File: src/rtl/core/kac_pkg.sv
// Shared types and constants for the keypad alarm controller.
package kac_pkg;

	// Item kinds
	localparam logic [1:0] MODE_KEY    = 2'd0;
	localparam logic [1:0] MODE_TICK   = 2'd1;
	localparam logic [1:0] MODE_MOTION = 2'd2;

	// Special key symbols
	localparam logic [3:0] KEY_STAR = 4'd10;
	localparam logic [3:0] KEY_HASH = 4'd11;

	// Phase codes
	localparam logic [2:0] PH_IDLE  = 3'd0;
	localparam logic [2:0] PH_EXIT  = 3'd1;
	localparam logic [2:0] PH_CHIRP = 3'd2;
	localparam logic [2:0] PH_WATCH = 3'd3;
	localparam logic [2:0] PH_ENTRY = 3'd4;
	localparam logic [2:0] PH_ALARM = 3'd5;

	// Configuration register indexes and reset values
	localparam int         CFG_IDX_W     = 4;
	localparam logic [3:0] CFG_COUNTDOWN = 4'd0;
	localparam logic [3:0] CFG_CHIRP     = 4'd1;
	localparam logic [7:0] COUNTDOWN_RST = 8'd60;
	localparam logic [3:0] CHIRP_RST     = 4'd2;

	typedef struct packed {
		logic [1:0] mode;
		logic [3:0] key_code;
		logic       motion;
	} item_t;

	typedef struct packed {
		logic                 en;
		logic [CFG_IDX_W-1:0] index;
		logic [7:0]           data;
	} cfg_wr_t;

	// Entry buffer command from the sequencer
	typedef struct packed {
		logic       clear;
		logic       push;
		logic       store;
		logic [3:0] sym;
	} entry_cmd_t;

	// Entry buffer status flags, taken from registered state
	typedef struct packed {
		logic full;
		logic len_ok;
		logic match;
	} entry_stat_t;

	// Result fields derived from the updated state
	typedef struct packed {
		logic       armed;
		logic       counting;
		logic [7:0] seconds_left;
		logic       red_lamp;
		logic       green_lamp;
		logic       buzzer;
		logic       keys_enabled;
	} result_t;

endpackage

File: src/rtl/core/keypad_alarm_controller.sv
// Top level of the keypad alarm controller: input stage, sequencer, buffer, result stage.
// Path: an accepted item is registered in the input stage, and its result in the result register.
// Throughput: one item per cycle while out_ready does not hold the result stage.
// Reset: asynchronous active-low; disarmed idle, empty buffer, countdown 60, chirp 2.
// An empty input stage lets a new item enter while a result waits for out_ready.
module keypad_alarm_controller #(
	parameter int MAX_CODE_LEN = 6
) (
	input  logic                          clk,
	input  logic                          arst_n,
	input  logic                          in_valid,
	output logic                          in_ready,
	input  logic [1:0]                    mode,
	input  logic [3:0]                    key_code,
	input  logic                          motion,
	output logic                          out_valid,
	input  logic                          out_ready,
	output logic                          armed,
	output logic                          counting,
	output logic [7:0]                    seconds_left,
	output logic [2:0]                    entered_length,
	output logic                          red_lamp,
	output logic                          green_lamp,
	output logic                          buzzer,
	output logic                          keys_enabled,
	input  logic                          cfg_valid,
	output logic                          cfg_ready,
	input  logic [kac_pkg::CFG_IDX_W-1:0] cfg_index,
	input  logic [7:0]                    cfg_data
);
	import kac_pkg::*;

	logic        valid_s1;
	item_t       item_s1;
	logic        advance;
	entry_cmd_t  cmd;
	entry_stat_t stat;
	cfg_wr_t     cfg;
	result_t     res;
	logic [2:0]  len_n;
	logic        valid_s2;
	result_t     res_s2;
	logic [2:0]  len_s2;

	// Process the held item when the result stage is free or draining
	assign advance  = valid_s1 && (!valid_s2 || out_ready);
	assign in_ready = !valid_s1 || advance;

	assign cfg_ready = 1'b1;
	assign cfg.en    = cfg_valid && cfg_ready;
	assign cfg.index = cfg_index;
	assign cfg.data  = cfg_data;

	// Input stage
	always_ff @(posedge clk or negedge arst_n) begin
		if (!arst_n) begin
			valid_s1 <= 1'b0;
		end else if (in_ready) begin
			valid_s1 <= in_valid;
		end
	end

	always_ff @(posedge clk) begin
		if (in_valid && in_ready) begin
			item_s1.mode     <= mode;
			item_s1.key_code <= key_code;
			item_s1.motion   <= motion;
		end
	end

	kac_seq u_seq (
		.clk    (clk),
		.arst_n (arst_n),
		.go     (advance),
		.item   (item_s1),
		.stat   (stat),
		.cfg    (cfg),
		.cmd    (cmd),
		.res    (res)
	);

	kac_entry #(
		.MAX_CODE_LEN (MAX_CODE_LEN)
	) u_entry (
		.clk            (clk),
		.arst_n         (arst_n),
		.cmd            (cmd),
		.stat           (stat),
		.entered_length (len_n)
	);

	// Result stage
	always_ff @(posedge clk or negedge arst_n) begin
		if (!arst_n) begin
			valid_s2 <= 1'b0;
		end else if (advance) begin
			valid_s2 <= 1'b1;
		end else if (out_ready) begin
			valid_s2 <= 1'b0;
		end
	end

	always_ff @(posedge clk) begin
		if (advance) begin
			res_s2 <= res;
			len_s2 <= len_n;
		end
	end

	assign out_valid      = valid_s2;
	assign armed          = res_s2.armed;
	assign counting       = res_s2.counting;
	assign seconds_left   = res_s2.seconds_left;
	assign entered_length = len_s2;
	assign red_lamp       = res_s2.red_lamp;
	assign green_lamp     = res_s2.green_lamp;
	assign buzzer         = res_s2.buzzer;
	assign keys_enabled   = res_s2.keys_enabled;

`ifndef NO_ASSERTIONS
	// Lamps always show opposite states
	a_lamps: assert property (@(posedge clk) disable iff (!arst_n)
		out_valid |-> (red_lamp != green_lamp))
		else $error("lamp outputs not complementary");

	// Locked keypad with buzzer means chirp: no countdown shown
	a_chirp: assert property (@(posedge clk) disable iff (!arst_n)
		(out_valid && buzzer && !keys_enabled) |-> (!counting && seconds_left == 8'd0))
		else $error("chirp result shows a countdown");

	// Exit countdown runs while still disarmed
	a_exit: assert property (@(posedge clk) disable iff (!arst_n)
		(out_valid && counting && !keys_enabled) |-> !armed)
		else $error("exit countdown reported as armed");

	// A stalled item stays in the input stage
	a_hold_s1: assert property (@(posedge clk) disable iff (!arst_n)
		(valid_s1 && !advance) |=> valid_s1)
		else $error("input stage item lost while stalled");
`endif

endmodule

File: src/rtl/core/kac_entry.sv
// Entry buffer and stored passcode with the parallel symbol compare.
module kac_entry #(
	parameter int MAX_CODE_LEN = 6
) (
	input  logic                 clk,
	input  logic                 arst_n,
	input  kac_pkg::entry_cmd_t  cmd,
	output kac_pkg::entry_stat_t stat,
	output logic [2:0]           entered_length
);
	import kac_pkg::*;

	localparam int LEN_W = $clog2(MAX_CODE_LEN + 1);

	logic [3:0]       entry_q [MAX_CODE_LEN];
	logic [3:0]       code_q  [MAX_CODE_LEN];
	logic [LEN_W-1:0] len_q;
	logic [LEN_W-1:0] code_len_q;
	logic [LEN_W-1:0] len_n;

	// Status flags and masked compare over the held symbols
	always_comb begin
		logic eq;
		eq = (len_q == code_len_q);
		for (int i = 0; i < MAX_CODE_LEN; i++) begin
			if ((LEN_W'(i) < len_q) && (entry_q[i] != code_q[i])) begin
				eq = 1'b0;
			end
		end
		stat.full   = (len_q == LEN_W'(MAX_CODE_LEN));
		stat.len_ok = (len_q == LEN_W'(4)) || (len_q == LEN_W'(MAX_CODE_LEN));
		stat.match  = eq;
	end

	// Length after this transaction
	always_comb begin
		if (cmd.clear) begin
			len_n = '0;
		end else if (cmd.push) begin
			len_n = len_q + 1'b1;
		end else begin
			len_n = len_q;
		end
	end

	assign entered_length = len_n[2:0];

	// Update buffer and passcode store
	always_ff @(posedge clk or negedge arst_n) begin
		if (!arst_n) begin
			len_q      <= '0;
			code_len_q <= '0;
			for (int i = 0; i < MAX_CODE_LEN; i++) begin
				entry_q[i] <= '0;
				code_q[i]  <= '0;
			end
		end else begin
			if (cmd.store) begin
				code_len_q <= len_q;
				for (int i = 0; i < MAX_CODE_LEN; i++) begin
					code_q[i] <= entry_q[i];
				end
			end
			if (cmd.clear) begin
				for (int i = 0; i < MAX_CODE_LEN; i++) begin
					entry_q[i] <= '0;
				end
			end else if (cmd.push) begin
				for (int i = 0; i < MAX_CODE_LEN; i++) begin
					if (len_q == LEN_W'(i)) begin
						entry_q[i] <= cmd.sym;
					end
				end
			end
			len_q <= len_n;
		end
	end

endmodule

File: src/rtl/core/kac_seq.sv
// Arming sequencer: phase, countdown and chirp timers, configuration registers.
module kac_seq (
	input  logic                 clk,
	input  logic                 arst_n,
	input  logic                 go,
	input  kac_pkg::item_t       item,
	input  kac_pkg::entry_stat_t stat,
	input  kac_pkg::cfg_wr_t     cfg,
	output kac_pkg::entry_cmd_t  cmd,
	output kac_pkg::result_t     res
);
	import kac_pkg::*;

	logic [2:0] phase_q, phase_n;
	logic [7:0] count_q, count_n;
	logic [3:0] chirp_q, chirp_n;
	logic       mot_en_q, mot_en_n;
	logic [7:0] cd_cfg_q;
	logic [3:0] chirp_cfg_q;
	entry_cmd_t cmd_n;

	// Next state for one transaction
	always_comb begin
		phase_n  = phase_q;
		count_n  = count_q;
		chirp_n  = chirp_q;
		mot_en_n = mot_en_q;
		cmd_n    = '0;
		cmd_n.sym = item.key_code;
		case (item.mode)
			MODE_KEY: begin
				if (phase_q != PH_EXIT && phase_q != PH_CHIRP) begin
					if (item.key_code == KEY_STAR) begin
						cmd_n.clear = 1'b1;
					end else if (item.key_code == KEY_HASH) begin
						if (stat.len_ok) begin
							if (phase_q == PH_IDLE) begin
								cmd_n.store = 1'b1;
								cmd_n.clear = 1'b1;
								count_n     = cd_cfg_q;
								phase_n     = PH_EXIT;
							end else if (stat.match) begin
								cmd_n.clear = 1'b1;
								count_n     = cd_cfg_q;
								mot_en_n    = 1'b0;
								phase_n     = PH_IDLE;
							end
						end else begin
							cmd_n.clear = 1'b1;
						end
					end else if (!stat.full) begin
						cmd_n.push = 1'b1;
					end else begin
						cmd_n.clear = 1'b1;
					end
				end
			end
			MODE_TICK: begin
				case (phase_q)
					PH_EXIT: begin
						if (count_q <= 8'd1) begin
							count_n = '0;
							if (chirp_cfg_q == 4'd0) begin
								phase_n  = PH_WATCH;
								mot_en_n = 1'b1;
								count_n  = cd_cfg_q;
							end else begin
								chirp_n = chirp_cfg_q;
								phase_n = PH_CHIRP;
							end
						end else begin
							count_n = count_q - 8'd1;
						end
					end
					PH_CHIRP: begin
						if (chirp_q <= 4'd1) begin
							chirp_n  = '0;
							phase_n  = PH_WATCH;
							mot_en_n = 1'b1;
							count_n  = cd_cfg_q;
						end else begin
							chirp_n = chirp_q - 4'd1;
						end
					end
					PH_ENTRY: begin
						if (count_q <= 8'd1) begin
							count_n  = cd_cfg_q;
							mot_en_n = 1'b0;
							phase_n  = PH_ALARM;
						end else begin
							count_n = count_q - 8'd1;
						end
					end
					default: begin
					end
				endcase
			end
			MODE_MOTION: begin
				if (phase_q == PH_WATCH && mot_en_q && item.motion) begin
					count_n = cd_cfg_q;
					phase_n = PH_ENTRY;
				end
			end
			default: begin
			end
		endcase
	end

	// Drive the buffer only on a live transaction
	assign cmd = go ? cmd_n : '0;

	// Derive outputs from the updated state
	always_comb begin
		res.armed        = (phase_n == PH_CHIRP) || (phase_n == PH_WATCH) ||
		                   (phase_n == PH_ENTRY) || (phase_n == PH_ALARM);
		res.counting     = (phase_n == PH_EXIT) || (phase_n == PH_ENTRY);
		res.seconds_left = count_n;
		res.red_lamp     = res.armed;
		res.green_lamp   = !res.armed;
		res.buzzer       = (phase_n == PH_CHIRP) || (phase_n == PH_ALARM);
		res.keys_enabled = !((phase_n == PH_EXIT) || (phase_n == PH_CHIRP));
	end

	// Hold or advance the control state
	always_ff @(posedge clk or negedge arst_n) begin
		if (!arst_n) begin
			phase_q  <= PH_IDLE;
			count_q  <= COUNTDOWN_RST;
			chirp_q  <= '0;
			mot_en_q <= 1'b0;
		end else if (go) begin
			phase_q  <= phase_n;
			count_q  <= count_n;
			chirp_q  <= chirp_n;
			mot_en_q <= mot_en_n;
		end
	end

	// Configuration writes
	always_ff @(posedge clk or negedge arst_n) begin
		if (!arst_n) begin
			cd_cfg_q    <= COUNTDOWN_RST;
			chirp_cfg_q <= CHIRP_RST;
		end else if (cfg.en) begin
			case (cfg.index)
				CFG_COUNTDOWN: cd_cfg_q    <= cfg.data;
				CFG_CHIRP:     chirp_cfg_q <= cfg.data[3:0];
				default: begin
				end
			endcase
		end
	end

endmodule
File: config.mk
export PLATFORM = sky130hd
export DESIGN_NAME = keypad_alarm_controller
export DESIGN_NICKNAME = d
export VERILOG_FILES = /design/src/rtl/core/kac_pkg.sv /design/src/rtl/core/keypad_alarm_controller.sv /design/src/rtl/core/kac_entry.sv /design/src/rtl/core/kac_seq.sv
export SDC_FILE = /design/constraint.sdc
export NUM_CORES = 1
export LEC_CHECK = 0
export BUFFER_PORTS_ARGS = -buffer_cell sky130_fd_sc_hd__buf_2
export CAP_MARGIN = 10
export CORE_MARGIN = 2
export CORE_UTILIZATION = 50
export DETAILED_ROUTE_END_ITERATION = 8
export GPL_ROUTABILITY_DRIVEN = 0
export PLACE_DENSITY = 0.71
export SYNTH_ARGS = -nofsm -noshare
export SYNTH_HDL_FRONTEND = slang
export SYNTH_HIERARCHICAL = 1
export SYNTH_SLANG_ARGS = --single-unit
File: constraint.sdc
create_clock -name clk -period 2.65 [get_ports clk]
set_clock_uncertainty 0.05 [all_clocks]
set_input_delay 0.3975 -clock clk [delete_from_list [all_inputs] [get_ports clk]]
set_output_delay 0.3975 -clock clk [all_outputs]
set_load 0.02 [all_outputs]
# After elaboration in Yosys (flattened, before gate mapping)
# Index checks and enable logic that the tools add are counted.
[word_totals]
mem_count = 0
romBits = 0
elab_cells = 209
in_bits = 24
output_inout_bits = 20
latchBits = 0
ff_bits = 107
ram_bits = 0
[classes]
magnitude_cmp = 8
n_eq_ne = 42
n_addsub = 3
mux = 75
multipliers = 0
n_shift = 0
n_bitwise = 0
n_div = 0
reduce_logical = 49
[op_table]
columns = ["cell", "count"]
rows = [
  ["8-bit 2-to-1 mux", 11],
  ["24-bit 2-to-1 mux", 2],
  ["8-bit one-hot mux with 3 select lines", 2],
  ["3-bit 2-to-1 mux", 14],
  ["4-bit 2-to-1 mux", 9],
  ["1-bit 2-to-1 mux", 30],
  ["4-bit inequality test", 6],
  ["2-bit nonzero test", 10],
  ["3-bit by 2-bit equality test with 1-bit output (second input constant)", 6],
  ["3-bit equality test (second input constant)", 6],
  ["3-bit one-hot mux with 3 select lines", 2],
  ["2-bit AND reduction", 8],
  ["3-bit by 2-bit inequality test with 1-bit output (second input constant)", 5],
  ["13-bit AND reduction", 1],
  ["1-bit logical AND", 11],
  ["2-bit inequality test (second input constant)", 5],
  ["3-bit by 1-bit equality test with 1-bit output (second input constant)", 3],
  ["1-bit logical OR", 9],
  ["4-bit equality test (second input constant)", 2],
  ["8-bit by 1-bit <= comparator with 1-bit output (second input constant)", 1],
  ["4-bit logical NOT", 2],
  ["4-bit one-hot mux with 2 select lines", 1],
  ["8-bit by 1-bit subtractor with 8-bit output (second input constant)", 1],
  ["7-bit 2-to-1 mux", 1],
  ["other kinds (20)", 29],
]

# Depth between registers and ports, before layout
[logic_depth]
depth_word = 20
mapped_depth = 11

# By module
# The synthesis kept the hierarchy.
[modules_own_cells]
columns = ["mod", "area_each_um2", "seq_area_each_um2", "n_inst", "cells_per_inst"]
rows = [
  ["kac_entry", 2518.7, 1351.3, 1, 215],
  ["kac_seq", 2227.1, 711.9, 1, 270],
  ["keypad_alarm_controller", 835.8, 770.7, 1, 34],
]

# Worst setup path before layout
# No wires, ideal clock.
[synth_timing]
kind = "register to register"
start = "register valid_s2 (netlist: out_valid)"
end = "register u_entry/entry_q[15] (netlist bit)"
path_stages_with_launch = 11
required_ns = 2.464
arrival_time_ns = 2.872
setup_slack_ns = -0.408
setup_time_ns = 0.136
path_buffers = 2
cell_sequence = "dfrtp_1 > nand2b_1 > and2_1 > clkbuf_1 > o211ai_1 > nor3_1 > nor2b_1 > clkbuf_1 > nand2_1 > nand2_1 > a21oi_1"
[synth_rtl]
columns = ["item", "line", "rtl"]
rows = [
  ["from (decl)", "keypad_alarm_controller.sv:41", "logic valid_s2;"],
  ["from (signal assigned)", "keypad_alarm_controller.sv:95", "valid_s2 <= 1'b0;"],
  ["from (signal assigned)", "keypad_alarm_controller.sv:97", "valid_s2 <= 1'b1;"],
  ["from (signal assigned)", "keypad_alarm_controller.sv:99", "valid_s2 <= 1'b0;"],
  ["to (signal, indexed assignment)", "kac_entry.sv:71", "entry_q[i] <= cmd.sym;"],
  ["to (decl)", "kac_entry.sv:15", "logic [3:0] entry_q [MAX_CODE_LEN];"],
]

==> metrics.md <==
| Metric | Value |
|---|---|
| Port bufs | `42` |
| Die area | `approximately 12000 um^2` |
| Clk pwr share | `roughly 17%` |
| Syn Nets | `550` |
| Sequential share of the synthesized area | `50.8%` |
| Leak | `roughly 3.2 nW` |
| H-tree Lvls | `3` |
| Sw frac | `between 30% and 40%` |
| # diodes | `0` |
| Area Overhead vs Synth | `25.0%` |
| Pre-Repair DR Iteration Count | `5` |
| Post-synth cell types | `65` |
| FMAX | `0.324 GHz` |
| CP Data Required Time | `2.86 ns` |
| Comb pwr share | `around two fifths` |
| Share of Yosys cell area claimed by the top area cell type | `roughly a third` |
| Worst slew pin tran | `about 0.55 ns` |
| Final worst slack | `-0.440 ns` |
| FF+latch count, synth | `roughly 110` |
| Syn. warnings | `6` |
| Reg clk slew, reported paths | `~0.1 ns` |
| CP max-delay cell | `a221o_1` |
| Top_reg_cell synth | `dfrtp_1` |
| Drt wl/cell | `16.8 um` |
| Fin util | `about 64%` |
| Post-route design area | `6980 um^2` |
| Largest net degree at the start of global routing | `85` |
| Placed cell areas | `between 6000 and 7000 um^2` |
| Hold Slack | `0.131 ns` |
| Tmin final | `3.09 ns` |
| Share of layout cells above drive strength 1 | `39.0%` |
| Int Pwr | `roughly 3.6 mW` |
| GRT Total Usage | `22.3%` |
| Synth cell count leaders | `dfrtp_1 (75), mux2_2 (40), nor2_1 (40)` |
| PD cells | `821 nW/um^2` |
| Detailed Place HPWL | `8780 um` |
| CP delay by family, top | `simple AND/OR/NAND/NOR gates` |
| Mapped cell area | `5580 um^2` |
| WL final | `around 13000 um` |
| Sw Pwr | `2.13 mW` |
| Count leader, synth | `dfrtp_1` |
| Total congestion overflow | `0` |
| Placed cell count | `735` |
| Failing checks | `negative setup slack` |
| Residual DRC count | `0` |
| Placeable Area | `10900 um^2` |
| Final Power | `~5.7 mW` |
| EDFF count, synth | `24` |
| Status | `finished with violations` |
| Critical Path AT | `roughly 3.3 ns` |
| CTS Buffer Depth | `2` |
| Yosys top cell by area | `dfrtp_1` |
| Fin cells | `766` |
| Max incr delay on CP | `0.42 ns` |
| Ports | `44` |
| First-pass GRT wire length | `20600 um` |
| Most used cell, CP | `nand2_1` |
| Fin nets | `652` |
| Peak VDD IR | `0.000516 V` |
| Crit-path max FO | `5` |
| CTS Buf Count | `9` |
| Height of the die | `110 um` |
| Vias in the first global route | `4197` |
| Vias/cell | `5.83` |
| Post-Syn Instances | `519` |
| Synth top area cells | `dfrtp_1 (34%), edfxtp_1 (13%), mux2_2 (8.1%)` |
| Chip Width | `110 um` |
| CP endpoint kind | `register` |
| Syn_area_per_cell | `roughly 11 um^2` |
| Via Count | `4462` |
| Max-slew violations | `0` |
| CTS Root Cell | `clkbuf_8` |
| Post-route clock period utilization | `117%` |
| RSZ-0062 raised after global routing | `yes` |
| CTS sink count | `between 100 and 150` |
| DRT antenna net count | `0` |
| Initial core utilization | `51.3%` |
| Later-pin clock latency in the skew report | `0.39 ns` |
| Worst slew margin | `62.9%` |
| Fill cells | `831` |
| Crit-path cells | `xor2_1 -> nor4_2 -> nand2_1 -> o32a_1 -> nor4b_4 -> a41oi_2 -> a2bb2oi_1 -> a221o_1 -> or3_1 -> nand2_1` |
| Register Area | `2840 um^2` |
| CP startpoint kind | `register` |
| Min-Delay Path Class | `in -> reg` |
| Initial antenna violation count | `0` |
| CP Buf/Inv Count | `0` |
| Area of the multi-input gates | `2850 um^2` |
| Final hold viol count | `0` |
| Final setup fails | `42` |
| Synth async-reset ratio | `77.8%` |
| Flop pwr share | `41.3%` |
| MaxCap Viol Count | `0` |
| CTS tree | `yes` |
| Rows | `38` |
| Kind of critical path | `reg -> reg` |
| Drt initial violations | `about 410` |
[worst reg2reg max path: stages, from the launching register on]
cell	delay (ns)
dfrtp_1	0.40
xor2_1	0.17
nor4_2	0.39
nand2_1	0.10
o32a_1	0.33
nor4b_4	0.34
a41oi_2	0.16
a2bb2oi_1	0.16
a221o_1	0.42
or3_1	0.37
nand2_1	0.08
[layout by cell type (no fill, tap or decap), types with 10 or more instances in the layout]
cell / synthesis / layout
mux2_2: 40 / 39
o21ai_1: 0 / 10
edfxtp_1: 24 / 24
nor3_1: 16 / 13
dfrtp_1: 75 / 74
inv_1: 14 / 13
clkbuf_8: 0 / 10
buf_6: 1 / 14
nor2_1: 40 / 31
xor2_1: 17 / 16
nand2_1: 38 / 31
mux2i_1: 14 / 14
nand3_1: 23 / 22
buf_2: 1 / 41
buf_4: 2 / 54
a21oi_1: 28 / 20
xnor2_1: 16 / 16
[registers in the layout, summed over array words and instances (netlist names), 4 cells and up]
name and flops:
u_seq/chirp_q 4, u_seq/chirp_cfg_q 4, u_entry/entry_q 24, item_s1 7
seconds_left 8, u_seq/cd_cfg_q 8, u_seq/count_q 8, u_entry/code_q 24
[path summary, 6_finish.rpt]
kind | start | to | slack (ns) | cells past startpoint
max | u_entry/code_q[18]$_DFFE_PN0P_ | buzzer$_DFFE_PP_ | -0.44 | 10
min | key_code[3] | item_s1[4]$_DFFE_PP_ | 0.13 | 1
max reg2reg | u_entry/code_q[18]$_DFFE_PN0P_ | buzzer$_DFFE_PP_ | -0.44 | 10
min reg2reg | u_seq/mot_en_q$_DFFE_PN0P_ | u_seq/mot_en_q$_DFFE_PN0P_ | 0.48 | 1
max in group asynchronous | arst_n | u_seq/count_q[3]$_DFFE_PN1P_ | 1.63 | 3
min in group asynchronous | arst_n | u_entry/code_q[17]$_DFFE_PN0P_ | 0.53 | 3
[metal layers]
layer | share of wire [%] | GRT usage (%) | wire (um)
met1 | 47 | 32.6 | 6030
met2 | 45 | 32.7 | 5730
met3 | 7.0 | 5.45 | 899
met4 | 1.5 | 7.32 | 187
met5 | 0 | 0 | 0
[cell families after synthesis]
kind of cell / count (synthesis) / share of synthesized area, %
AND/OR/NAND/NOR: 169 / 16.3
AO/OA/AOI/OAI: 108 / 12.6
flip-flops: 108 / 50.8
multiplexers: 54 / 10.6
buffers and inverters: 39 / 2.91
XOR/XNOR: 33 / 5.18
adder cells (fa/ha/maj): 7 / 1.57
other: 1 / 0.0672
[power by group through the flow]
stage | clock network, mW | logic [mW] | registers, mW
2_1_floorplan | 0 | 1.32 | 2.37
3_3_place_gp | 0 | 2.02 | 2.36
3_5_place_dp | 0 | 2.07 | 2.38
4_1_cts | 0.997 | 2.18 | 2.35
5_1_grt | 1.09 | 2.59 | 2.41
6_report | 0.978 | 2.39 | 2.37
[cell type report]
type / count / area share, %
repair buffers: 115 / 12.5
flip-flops and latches: 108 / 40.6
inverters: 15 / 0.807
clock buffers: 14 / 2.49
clock inverters: 2 / 0.215
well taps: 140 / 2.51
multi-input cells: 372 / 40.8
[timing repair]
| item | CTS | global route |
|---|---|---|
| hold endpoints to repair | 15 | 0 |
| gates resized for setup | 34 | 54 |
| setup endpoints to repair | 30 | 41 |
| cloned | 0 | 0 |
| pin swaps | 13 | 14 |
| hold buffers | 1 | 0 |
| buffers inserted | 6 | 8 |
[through the flow]
step / setup WS (ns) / setup TNS [ns]
4_1_cts: -0.391 / -6.89
2_1_floorplan: -0.132 / -0.363
5_1_grt: -0.521 / -12.39
3_3_place_gp: -0.323 / -4.24
6_report: -0.440 / -8.73
3_5_place_dp: -0.382 / -5.46
(Power assumes the default switching activity.)
